File: config.mk
export PLATFORM = sky130hd
export DESIGN_NAME = integer_to_base_ascii_core
export DESIGN_NICKNAME = d
export VERILOG_FILES = /design/src/rtl/core/itba_pkg.sv /design/src/rtl/core/itba_div_unit.sv /design/src/rtl/core/itba_digit_stack.sv /design/src/rtl/core/integer_to_base_ascii_core.sv
export SDC_FILE = /design/constraint.sdc
export NUM_CORES = 1
export LEC_CHECK = 0
export ABC_AREA = 0
export BUFFER_PORTS_ARGS = -buffer_cell sky130_fd_sc_hd__buf_4
export CAP_MARGIN = 20
export CORE_ASPECT_RATIO = 1.4
export CORE_MARGIN = 10
export CORE_UTILIZATION = 55
export CTS_CLUSTER_DIAMETER = 120
export DETAILED_ROUTE_END_ITERATION = 8
export PLACE_DENSITY_LB_ADDON = 0.15
export SYNTH_ARGS = -nofsm -noshare
export SYNTH_HDL_FRONTEND = slang
export SYNTH_SLANG_ARGS = --single-unit
export TNS_END_PERCENT = 100
File: constraint.sdc
create_clock -name clock -period 14.6 [get_ports clock]
set_input_delay 0 -clock clock [delete_from_list [all_inputs] [get_ports clock]]
set_output_delay 0 -clock clock [all_outputs]
set_load 0.01 [all_outputs]
File: src/rtl/core/itba_pkg.sv
package itba_pkg;

   localparam int DIV_STEP_BITS = 8;
   localparam int DIGIT_W = 4;
   localparam int CHAR_W = 7;
   localparam int RADIX_W = 5;
   localparam int LIMIT_W = 7;
   localparam int CSR_DATA_W = 7;
   localparam int MAX_BUFFER = 64;

   localparam logic [RADIX_W-1:0] RADIX_MIN = 5'd2;
   localparam logic [RADIX_W-1:0] RADIX_OCTAL = 5'd8;
   localparam logic [RADIX_W-1:0] RADIX_MAX = 5'd16;
   localparam logic [RADIX_W-1:0] RADIX_RESET = 5'd16;
   localparam logic [LIMIT_W-1:0] LIMIT_RESET = 7'd64;

   localparam logic [CHAR_W-1:0] CHAR_NUL = 7'h00;
   localparam logic [CHAR_W-1:0] CHAR_MINUS = 7'h2D;
   localparam logic [CHAR_W-1:0] CHAR_ZERO = 7'h30;
   localparam logic [CHAR_W-1:0] CHAR_X = 7'h78;

   localparam logic [CHAR_W-1:0] DIGIT_CHARS [16] = '{
      7'h30, 7'h31, 7'h32, 7'h33, 7'h34, 7'h35, 7'h36, 7'h37,
      7'h38, 7'h39, 7'h41, 7'h42, 7'h43, 7'h44, 7'h45, 7'h46
   };

   typedef enum logic [0:0] {
      CSR_RADIX        = 1'b0,
      CSR_BUFFER_LIMIT = 1'b1
   } itba_csr_index_type;

   typedef struct packed {
      logic load;
      logic next;
   } itba_div_ctrl_type;

   typedef struct packed {
      logic               done;
      logic               quotient_zero;
      logic [DIGIT_W-1:0] remainder;
   } itba_div_status_type;

   typedef struct packed {
      logic push;
      logic pop;
   } itba_stack_ctrl_type;

endpackage

File: src/rtl/core/itba_div_unit.sv
module itba_div_unit import itba_pkg::*; #(
   parameter int WIDTH = 32
) (
   input  logic                clock,
   input  logic                reset,
   input  itba_div_ctrl_type   ctrl,
   input  logic [WIDTH-1:0]    dividend,
   input  logic [RADIX_W-1:0]  divisor,
   output itba_div_status_type status
);

   localparam int CHUNKS = WIDTH / DIV_STEP_BITS;
   localparam int CNT_W = (CHUNKS > 1) ? $clog2(CHUNKS) : 1;

   logic [WIDTH-1:0]   quo_ff, quo_in, quo_step;
   logic [DIGIT_W-1:0] rem_ff, rem_in, rem_step;
   logic [CNT_W-1:0]   cnt_ff, cnt_in;
   logic               busy_ff, busy_in;
   logic               done_ff, done_in;
   logic [DIGIT_W:0]   trial;

   // Restoring long division, one quotient bit per step, eight steps per cycle.
   always_comb begin
      rem_step = rem_ff;
      quo_step = quo_ff;
      trial = '0;
      for (int i = 0; i < DIV_STEP_BITS; i++) begin
         trial = {rem_step, quo_step[WIDTH-1]};
         quo_step = {quo_step[WIDTH-2:0], 1'b0};
         if (trial >= divisor) begin
            trial = trial - divisor;
            quo_step[0] = 1'b1;
         end
         rem_step = trial[DIGIT_W-1:0];
      end
   end

   always_comb begin
      quo_in = quo_ff;
      rem_in = rem_ff;
      cnt_in = cnt_ff;
      busy_in = busy_ff;
      done_in = 1'b0;
      if (ctrl.load) begin
         quo_in = dividend;
         rem_in = '0;
         cnt_in = '0;
         busy_in = 1'b1;
      end else if (ctrl.next) begin
         rem_in = '0;
         cnt_in = '0;
         busy_in = 1'b1;
      end else if (busy_ff) begin
         quo_in = quo_step;
         rem_in = rem_step;
         cnt_in = cnt_ff + 1'b1;
         if (cnt_ff == CNT_W'(CHUNKS - 1)) begin
            busy_in = 1'b0;
            done_in = 1'b1;
         end
      end
   end

   always_ff @(posedge clock) begin
      quo_ff <= quo_in;
      rem_ff <= rem_in;
      cnt_ff <= cnt_in;
      if (reset) begin
         busy_ff <= 1'b0;
         done_ff <= 1'b0;
      end else begin
         busy_ff <= busy_in;
         done_ff <= done_in;
      end
   end

   assign status.done = done_ff;
   assign status.quotient_zero = (quo_ff == '0);
   assign status.remainder = rem_ff;

endmodule

File: src/rtl/core/itba_digit_stack.sv
module itba_digit_stack import itba_pkg::*; #(
   parameter int DEPTH = 32
) (
   input  logic                clock,
   input  itba_stack_ctrl_type ctrl,
   input  logic [DIGIT_W-1:0]  push_digit,
   output logic [DIGIT_W-1:0]  top_digit
);

   logic [DIGIT_W-1:0] stack_ff [DEPTH];
   logic [DIGIT_W-1:0] stack_in [DEPTH];

   // The newest digit sits at the top, so digits leave most significant first.
   always_comb begin
      for (int i = 0; i < DEPTH; i++) begin
         stack_in[i] = stack_ff[i];
      end
      if (ctrl.push) begin
         stack_in[0] = push_digit;
         for (int i = 1; i < DEPTH; i++) begin
            stack_in[i] = stack_ff[i-1];
         end
      end else if (ctrl.pop) begin
         for (int i = 0; i < DEPTH - 1; i++) begin
            stack_in[i] = stack_ff[i+1];
         end
      end
   end

   always_ff @(posedge clock) begin
      for (int i = 0; i < DEPTH; i++) begin
         stack_ff[i] <= stack_in[i];
      end
   end

   assign top_digit = stack_ff[0];

endmodule

File: src/rtl/core/integer_to_base_ascii_core.sv
// Channel   Direction  Handshake            Payload
// req       in         req_valid/req_stall  req_value
// rsp       out        rsp_valid/rsp_stall  rsp_character, rsp_last, rsp_overflow
// csr       in         csr_write            csr_index, csr_wdata
//
// Each digit is computed in the shared divider, over the value rounded up to whole bytes.
// After the digits, an item passes through a check state and then sends its characters.
// Reset is synchronous and active high and sets radix to 16 and buffer_limit to 64.
// A new item is taken only after the last character of the previous one has been taken,
// and a stalled result holds its character until the stall drops.
module integer_to_base_ascii_core import itba_pkg::*; #(
   parameter int VALUE_WIDTH = 32
) (
   input  logic                          clock,
   input  logic                          reset,
   input  logic                          req_valid,
   output logic                          req_stall,
   input  logic signed [VALUE_WIDTH-1:0] req_value,
   output logic                          rsp_valid,
   input  logic                          rsp_stall,
   output logic [CHAR_W-1:0]             rsp_character,
   output logic                          rsp_last,
   output logic                          rsp_overflow,
   input  logic                          csr_write,
   input  logic [0:0]                    csr_index,
   input  logic [CSR_DATA_W-1:0]         csr_wdata
);

   localparam int CHUNKS = (VALUE_WIDTH + DIV_STEP_BITS - 1) / DIV_STEP_BITS;
   localparam int DIV_W = CHUNKS * DIV_STEP_BITS;
   localparam int NDIG_W = $clog2(VALUE_WIDTH + 1);
   localparam int LEN_W = $clog2(VALUE_WIDTH + 4);
   localparam int CMP_W = LEN_W + 8;

   typedef enum logic [3:0] {
      ST_IDLE   = 4'b0001,
      ST_DIVIDE = 4'b0010,
      ST_CHECK  = 4'b0100,
      ST_EMIT   = 4'b1000
   } state_type;

   state_type             state_ff, state_in;
   logic [RADIX_W-1:0]    radix_ff, radix_in;
   logic [LIMIT_W-1:0]    limit_ff, limit_in;
   logic [RADIX_W-1:0]    base_ff, base_in;
   logic [LIMIT_W:0]      lim_eff_ff, lim_eff_in;
   logic                  neg_ff, neg_in;
   logic [NDIG_W-1:0]     ndig_ff, ndig_in;
   logic [1:0]            head_ff, head_in;
   logic [LEN_W-1:0]      len_ff, len_in;
   logic                  err_ff, err_in;
   logic [LEN_W-1:0]      pos_ff, pos_in;

   logic [VALUE_WIDTH-1:0] value_u;
   logic [VALUE_WIDTH-1:0] magnitude;
   logic [RADIX_W-1:0]     base_sel;
   logic [LIMIT_W:0]       lim_sel;
   logic [1:0]             prefix_len;
   logic [LEN_W-1:0]       len_calc;
   logic                   req_take;
   logic                   rsp_take;
   logic                   char_last;
   logic [CHAR_W-1:0]      text_char;

   itba_div_ctrl_type      div_ctrl;
   itba_div_status_type    div_status;
   itba_stack_ctrl_type    stack_ctrl;
   logic [DIGIT_W-1:0]     top_digit;

   assign value_u = req_value;
   assign magnitude = value_u[VALUE_WIDTH-1] ? (~value_u + 1'b1) : value_u;

   assign base_sel = (radix_ff < RADIX_MIN) ? RADIX_MIN :
                     (radix_ff > RADIX_MAX) ? RADIX_MAX : radix_ff;
   assign lim_sel = ({1'b0, limit_ff} > (LIMIT_W+1)'(MAX_BUFFER)) ?
                    (LIMIT_W+1)'(MAX_BUFFER) : {1'b0, limit_ff};
   assign prefix_len = (base_ff == RADIX_MAX) ? 2'd2 :
                       (base_ff == RADIX_OCTAL) ? 2'd1 : 2'd0;
   assign len_calc = LEN_W'({1'b0, neg_ff}) + LEN_W'(prefix_len) + LEN_W'(ndig_ff);

   assign req_stall = (state_ff != ST_IDLE);
   assign req_take = req_valid && !req_stall;
   assign rsp_valid = (state_ff == ST_EMIT);
   assign rsp_take = rsp_valid && !rsp_stall;
   assign char_last = (pos_ff == len_ff - 1'b1);

   always_comb begin
      if (pos_ff < LEN_W'(head_ff)) begin
         if (neg_ff && pos_ff == '0) begin
            text_char = CHAR_MINUS;
         end else if (pos_ff == LEN_W'(head_ff) - 1'b1 && base_ff == RADIX_MAX) begin
            text_char = CHAR_X;
         end else begin
            text_char = CHAR_ZERO;
         end
      end else begin
         text_char = DIGIT_CHARS[top_digit];
      end
   end

   assign rsp_character = err_ff ? CHAR_NUL : text_char;
   assign rsp_last = err_ff || char_last;
   assign rsp_overflow = err_ff;

   always_comb begin
      radix_in = radix_ff;
      limit_in = limit_ff;
      if (csr_write) begin
         case (csr_index)
            CSR_RADIX: begin
               radix_in = csr_wdata[RADIX_W-1:0];
            end
            CSR_BUFFER_LIMIT: begin
               limit_in = csr_wdata[LIMIT_W-1:0];
            end
            default: begin
               radix_in = radix_ff;
            end
         endcase
      end
   end

   always_comb begin
      state_in = state_ff;
      base_in = base_ff;
      lim_eff_in = lim_eff_ff;
      neg_in = neg_ff;
      ndig_in = ndig_ff;
      head_in = head_ff;
      len_in = len_ff;
      err_in = err_ff;
      pos_in = pos_ff;
      div_ctrl = '0;
      stack_ctrl = '0;
      case (state_ff)
         ST_IDLE: begin
            if (req_take) begin
               base_in = base_sel;
               lim_eff_in = lim_sel;
               neg_in = value_u[VALUE_WIDTH-1];
               ndig_in = '0;
               div_ctrl.load = 1'b1;
               state_in = ST_DIVIDE;
            end
         end
         ST_DIVIDE: begin
            if (div_status.done) begin
               stack_ctrl.push = 1'b1;
               ndig_in = ndig_ff + 1'b1;
               if (div_status.quotient_zero ||
                   ndig_ff + 1'b1 == NDIG_W'(VALUE_WIDTH)) begin
                  state_in = ST_CHECK;
               end else begin
                  div_ctrl.next = 1'b1;
               end
            end
         end
         ST_CHECK: begin
            head_in = 2'({1'b0, neg_ff}) + prefix_len;
            len_in = len_calc;
            err_in = (CMP_W'(len_calc) + 1'b1) > CMP_W'(lim_eff_ff);
            pos_in = '0;
            state_in = ST_EMIT;
         end
         ST_EMIT: begin
            if (rsp_take) begin
               if (err_ff || char_last) begin
                  state_in = ST_IDLE;
               end else begin
                  pos_in = pos_ff + 1'b1;
                  stack_ctrl.pop = (pos_ff >= LEN_W'(head_ff));
               end
            end
         end
         default: begin
            state_in = ST_IDLE;
         end
      endcase
   end

   always_ff @(posedge clock) begin
      base_ff <= base_in;
      lim_eff_ff <= lim_eff_in;
      neg_ff <= neg_in;
      ndig_ff <= ndig_in;
      head_ff <= head_in;
      len_ff <= len_in;
      err_ff <= err_in;
      pos_ff <= pos_in;
      if (reset) begin
         state_ff <= ST_IDLE;
         radix_ff <= RADIX_RESET;
         limit_ff <= LIMIT_RESET;
      end else begin
         state_ff <= state_in;
         radix_ff <= radix_in;
         limit_ff <= limit_in;
      end
   end

   itba_div_unit #(
      .WIDTH(DIV_W)
   ) u_div (
      .clock(clock),
      .reset(reset),
      .ctrl(div_ctrl),
      .dividend(DIV_W'(magnitude)),
      .divisor(base_ff),
      .status(div_status)
   );

   itba_digit_stack #(
      .DEPTH(VALUE_WIDTH)
   ) u_stack (
      .clock(clock),
      .ctrl(stack_ctrl),
      .push_digit(div_status.remainder),
      .top_digit(top_digit)
   );

   a_no_result_while_ready: assert property (
      @(posedge clock) disable iff (reset) !req_stall |-> !rsp_valid
   ) else $error("result offered while the block takes a new item");

   a_ready_after_last: assert property (
      @(posedge clock) disable iff (reset) rsp_valid && !rsp_stall && rsp_last |=> !req_stall
   ) else $error("block did not return to ready after the final character");

   a_digit_bound: assert property (
      @(posedge clock) disable iff (reset) stack_ctrl.push |-> ndig_ff < NDIG_W'(VALUE_WIDTH)
   ) else $error("more digits than the value width allows");

   a_item_starts_divide: assert property (
      @(posedge clock) disable iff (reset) req_valid && !req_stall |=> req_stall && !rsp_valid
   ) else $error("accepted item did not start a conversion");

endmodule
# [Yosys cells after proc, flatten, opt, wreduce, memory -nomap -nowiden]
# Memories as Yosys holds them, arrays and structs flattened.
# Cells that the tools add are included.
[totals] ff_bits=91 latchBits=0 mem_bits_rw=128 mem_bits_ro=112 inputBits=45 out_inout_bits=11 memories=2
[mem_list] name="u_stack.stack_ff" words=32 word_bits=4 read_ports=32 rd_clocked_by_memory_dff=0 wr=32 line_no="itba_digit_stack.sv:10" rtl="logic [DIGIT_W-1:0] stack_ff [DEPTH];"
[mem_list] name="(no name shown)" words=16 word_bits=7 read_ports=1 rd_clocked_by_memory_dff=0 wr=0 line_no="integer_to_base_ascii_core.sv:97" rtl="text_char = DIGIT_CHARS[top_digit];"
[op_classes] n_addsub=18 multipliers=0 div_mod_pow=0 magnitude_cmp=15 n_eq_ne=18 shifts=0 mux=59 bitwise=4 n_reduce_logical=23
[ops] cell="124-bit two-way mux" n=2
[ops] cell="32-bit two-way mux" n=4
[ops] cell="4-bit two-way mux" n=14
[ops] cell="7-bit two-way mux" n=6
[ops] cell="5-bit >= comparator" n=8
[ops] cell="32-bit by 1-bit adder with 32-bit output, second input constant" n=1
[ops] cell="32-bit zero test" n=1
[ops] cell="32-bit inverter" n=1
[ops] cell="4-bit subtractor" n=8
[ops] cell="1-bit two-way mux" n=24
[ops] cell="6-bit two-way mux" n=4
[ops] cell="6-bit one-hot mux with 2 select lines" n=2
[ops] cell="4-bit one-hot mux with 4 select lines" n=1
[ops] cell="6-bit by 1-bit adder with 6-bit output, second input constant" n=2
[ops] cell="6-bit == test" n=2
[ops] cell="7-bit by 8-bit greater-than comparator with 1-bit output" n=1
[ops] cell="2-bit by 1-bit inequality test with 1-bit output, second input constant" n=4
[ops] cell="2-bit AND reduction" n=4
[ops] cell="6-bit by 1-bit adder with 7-bit output, second input constant" n=1
[ops] cell="7-bit greater-than comparator, second input constant" n=1
[ops] cell="3-bit by 6-bit adder with 6-bit output" n=1
[ops] cell="6-bit == test, second input constant" n=1
[ops] cell="6-bit by 2-bit >= comparator with 1-bit output" n=1
[ops] cell="6-bit zero test" n=1
[ops] cell="30 further kinds" n=42

# [Logic depth before layout (Yosys ltp)]
[logic_depth] ltp_word=19 ltp_mapped=55

# [Hierarchy]
# A second synthesis with hierarchy kept.
[hier_totals] cells_unflattened=1028 hier_area_um2=12856.1
[modules_own_cells] mod="itba_digit_stack" n_inst=1 cells_each=271 area_each_um2=5574.1 seq_area_each_um2=3843.7
[modules_own_cells] mod="integer_to_base_ascii_core" n_inst=1 cells_each=405 area_each_um2=3749.8 seq_area_each_um2=1341.3
[modules_own_cells] mod="itba_div_unit" n_inst=1 cells_each=352 area_each_um2=3532.1 seq_area_each_um2=1121.1

# [Least setup slack after synthesis]
# No wires, ideal clock.
[synth_path] path_type="register to register" from="register base_ff[1]" to="register u_div.rem_ff[3]" setup_ns=0.091 arrival_time_ns=11.539 setup_slack_ns=2.970 path_stages_with_launch=53 path_buffers=3 synth_period_minus_slack_ns=11.630 path_cell_list="edfxtp_1 -> inv_1 -> ha_1 -> nor2b_1 -> o31a_1 -> o21a_1 -> or2_2 -> clkbuf_1 -> a21oi_1 -> inv_1 -> ha_1 -> nor2b_1 -> o31ai_1 -> a31oi_1 -> a211oi_1 -> a21oi_1 -> ha_1 -> o21a_1 -> [... 17 more ...] -> ha_1 -> nand2_1 -> o21ai_0 -> a31o_2 -> mux2i_1 -> ha_1 -> a21oi_1 -> o21ai_0 -> a221o_1 -> clkbuf_1 -> o31ai_1 -> ha_1 -> a21o_1 -> a31oi_1 -> o21ai_0 -> inv_1 -> or3b_2 -> a311oi_1"
[synth_between] elab_chain_cells=16
[synth_rtl] item="from (decl)" line_no="integer_to_base_ascii_core.sv:45" rtl="logic [RADIX_W-1:0] base_ff, base_in;"
[synth_rtl] item="from (signal assigned)" line_no="integer_to_base_ascii_core.sv:182" rtl="base_ff <= base_in;"
[synth_rtl] item="4-bit subtractor or 5-bit >= comparator (tied branches)" line_no="itba_div_unit.sv:31, itba_div_unit.sv:30"
[synth_rtl] item="4-bit two-way mux" line_no="itba_div_unit.sv:30" rtl="if (trial >= divisor) begin"
[synth_rtl] item="4-bit subtractor or 5-bit >= comparator (tied branches)" line_no="itba_div_unit.sv:31, itba_div_unit.sv:30"
[synth_rtl] item="4-bit two-way mux" line_no="itba_div_unit.sv:30"
[synth_rtl] item="4-bit subtractor or 5-bit >= comparator (tied branches)" line_no="itba_div_unit.sv:31, itba_div_unit.sv:30"
[synth_rtl] item="4-bit two-way mux" line_no="itba_div_unit.sv:30"
[synth_rtl] item="5-bit >= comparator or 4-bit subtractor (tied branches)" line_no="itba_div_unit.sv:30, itba_div_unit.sv:31"
[synth_rtl] item="4-bit two-way mux" line_no="itba_div_unit.sv:30"
[synth_rtl] item="4-bit subtractor or 5-bit >= comparator (tied branches)" line_no="itba_div_unit.sv:31, itba_div_unit.sv:30"
[synth_rtl] item="4-bit two-way mux" line_no="itba_div_unit.sv:30"
[synth_rtl] item="4-bit subtractor or 5-bit >= comparator (tied branches)" line_no="itba_div_unit.sv:31, itba_div_unit.sv:30"
[synth_rtl] item="4-bit two-way mux" line_no="itba_div_unit.sv:30"
[synth_rtl] item="5-bit >= comparator or 4-bit subtractor (tied branches)" line_no="itba_div_unit.sv:30, itba_div_unit.sv:31"
[synth_rtl] item="4-bit two-way mux" line_no="itba_div_unit.sv:30"
[synth_rtl] item="4-bit subtractor or 5-bit >= comparator (tied branches)" line_no="itba_div_unit.sv:31, itba_div_unit.sv:30"
[synth_rtl] item="4-bit two-way mux (*)" line_no="itba_div_unit.sv:30"
[synth_rtl] item="to (signal assigned)" line_no="itba_div_unit.sv:66" rtl="rem_ff <= rem_in;"
[synth_rtl] item="to (decl)" line_no="itba_div_unit.sv:16" rtl="logic [DIGIT_W-1:0] rem_ff, rem_in, rem_step;"
# Mark *: on every way between the ends. The rest lies on a longest branch, timed or not.
# A chain may end at the register's enable or synchronous reset.

# [Final worst setup path]
# Same ends and word-level chain as after synthesis.

==> flow_metrics.py <==
metrics = {
    "sta": {
        "max_slew_margin_pct": 31.8,
        "min_period_ns": 13.44,
        "hold_viol": 0,
        "final-setup-viol-count": 0,
        "rsz0062_at_grt": "no",
        "worstMarginPinSlew_ns": 1.02,
        "period_share_pct": 92.0,
        "max_freq_ghz": 0.0744,
        "clock_skew_ns": 0.0137,
        "slew_violations": 0,
        "finalSetupTns_ns": 0,
    },
    "synth": {
        "synth_nets": 1414,
        "synth_seq_cells": 218,
        "yosysWarnings": 0,
        "ys_async_sr_fraction_pct": 0,
        "synth.largest_area_cell": "edfxtp_1",
        "synth-seq-area-share_pct": 51.3,
        "syn_inst": 1298,
        "synth_enable_flop_cells": 194,
        "synth_most_common_cell": "nand2_1",
        "synth_area_um2": 12300,
        "yosys_most_used_dff": "edfxtp_1",
        "ys_top_cells_by_area": "edfxtp_1 47%, nand2_1 14%, ha_1 6.2%",
        "synth_top_cells_by_count": "443 x nand2_1, 194 x edfxtp_1, 61 x ha_1, 61 x nor2_1, 57 x inv_1",
        "synth_cell_types": 60,
        "syn_avg_cell_area_um2": 9.48,
        "synth_top_area_share_pct": 47.4,
    },
    "clocking": {
        "cts.clk_slew.worst_paths_ns": 0.06,
        "cts_setup_buffers": 0,
        "cts_max_level": 1,
        "cts_made_buffers": 23,
        "cts_tree": "done",
        "clkSinkCount": 218,
        "clk_latency_ns": 0.52,
        "cts_buffer_depth": 3,
        "cts_root_buf": "clkbuf_16",
    },
    "placement": {
        "gp_congestion": 0.874,
        "dp.cells": 1604,
        "dp_hpwl_um": 17200,
        "postPlaceCellArea_um2": 13000,
        "port_buffers": 55,
    },
    "routing": {
        "routed_via_density": 5.49,
        "routed_wl_um": 25600,
        "dr.pass1.iters": 5,
        "wl_per_cell_um": 15.0,
        "drt_iter0_drc": 577,
        "dr_total_vias": 9341,
        "drtAntennaViolNets": 0,
        "drc": 0,
    },
    "hold_path": {
        "hold_path.class": "in2reg",
    },
    "finish": {
        "filler_cell_count": 1840,
        "final_core_util_pct": 64.9,
        "final_cell_area_um2": 14200,
        "finalNonFillerCells": 1703,
        "areaGrowthSynthToFinish_pct": 15.8,
        "final_nets": 1504,
        "drive_gt1_share_pct": 8.33,
    },
    "setup_path": {
        "worstPathRequired_ns": 15.02,
        "crit_family": "compound AO/OA/AOI/OAI gates",
        "slowest_delay_ns": 0.66,
        "endpoint_kind": "flop",
        "path_buf_inv": 3,
        "cp_max_fo": 10,
        "critPathArrivalTime_ns": 13.86,
        "path_common_cell": "ha_1",
        "slowest_stage": "edfxtp_1",
        "path_class": "reg2reg",
        "start_kind": "flop",
    },
    "grt": {
        "grt_util_all_layers_pct": 17.4,
        "grt_max_degree": 81,
        "grt-ovfl-total": 0,
        "grt_pass1_wl_um": 43200,
        "first_global_vias": 9296,
        "antenna_found_initial": 0,
    },
    "floorplanning": {
        "die_w_um": 146,
        "start_util_pct": 56.1,
        "ioPinCount": 56,
        "core_area_um2": 21900,
        "die-area_um2": 28800,
        "rows": 64,
        "die_y_um": 197,
    },
    "flow_run": {
        "maxCapViolations": 0,
    },
    "run_status": {
        "status": "complete, no violations",
    },
}
## layout by cell type, fill, tap and decap left out, drive strengths merged, types with 8 or more instances in the layout
| cell type | count |
|---|---|
| inv | 59 |
| ha | 61 |
| dlygate4sd3 | 56 |
| clkbuf | 35 |
| edfxtp | 194 |
| nand2 | 443 |
| a21oi | 51 |
| o21ai | 53 |
| nor2b | 21 |
| nor2 | 61 |
| nand3 | 18 |
| fa | 10 |
| xor2 | 36 |
| or3 | 11 |
| o21a | 9 |
| mux2i | 16 |
| o31ai | 12 |
| xnor2 | 27 |
| a21o | 10 |
| a31oi | 8 |
| nor4 | 15 |
| dfxtp | 24 |
| nor3 | 17 |
| buf | 62 |
## state kept, by name, summed over array words and instances, names as in the netlist, 2 cells and up
signal	cells
ndig_ff	6
state_ff	4
base_ff	5
pos_ff	6
lim_eff_ff	7
len_ff	6
u_div.cnt_ff	2
u_div.rem_ff	4
u_stack.stack_ff	128
u_div.quo_ff	32
limit_ff	7
radix_ff	5
head_ff	2
## metal layers
metal | share of wire, % | global-route usage [%] | up-vias
met5 | 0 | 0 | -
met1 | 42 | 20.7 | 4423
met4 | 2.6 | 6.32 | 0
met2 | 52 | 31.5 | 207
li1 | - | - | 4667
met3 | 3.5 | 2.34 | 44
## final timing paths
kind                      startpoint                 endpoint  slack, ns  depth (start not counted)
max                       base_ff[1]          u_div.rem_ff[3]       1.16                         48
min                            reset              limit_ff[3]       0.36                          3
max reg2reg               base_ff[1]          u_div.rem_ff[3]       1.16                         48
min reg2reg  u_stack.stack_ff[1][59]  u_stack.stack_ff[1][63]       0.44                          0
## logic make-up after synthesis
family / after synthesis / synth area share [%]
XOR/XNOR: 63 / 4.49
flip-flops: 218 / 51.3
AO/OA/AOI/OAI: 187 / 9.69
buffers and inverters: 111 / 3.39
multiplexers: 18 / 1.49
AND/OR/NAND/NOR: 630 / 21.8
adder cells (fa/ha/maj): 71 / 7.83
## area by class of cell
type                    instances  area (um^2)  share of cell area (%)
repair buffers                118         1040                    7.29
multi-input cells             969         5600                    39.3
well taps                     297          372                    2.61
diodes                          1         2.50                  0.0176
clock buffers                  35          661                    4.64
inverters                      58          219                    1.54
flip-flops and latches        218         6310                    44.3
clock inverters                 7         46.3                   0.325
## stage by stage
| step | setup slack [ns] | hold WS, ns |
|---|---|---|
| 2_1_floorplan | 2.97 | 0.0989 |
| 3_3_place_gp | 1.93 | 0.218 |
| 3_5_place_dp | 1.38 | 0.218 |
| 4_1_cts | 1.32 | 0.332 |
| 5_1_grt | 0.101 | 0.379 |
| 6_report | 1.16 | 0.356 |
## tightest hold or removal path, stage by stage
cell	delay, ns
dlygate4sd3_1	0.53
buf_4	0.22
a21oi_1	0.06
## repair_timing
action / CTS / global route
resized for setup: 0 / 0
endpoints found under the hold margin: 57 / 0
hold buffers: 56 / 0
setup endpoints to repair: 0 / 0
Power is left out: the tool's default activity adds up to more than one toggle a clock period on the data nets, which glitch-free logic cannot reach.
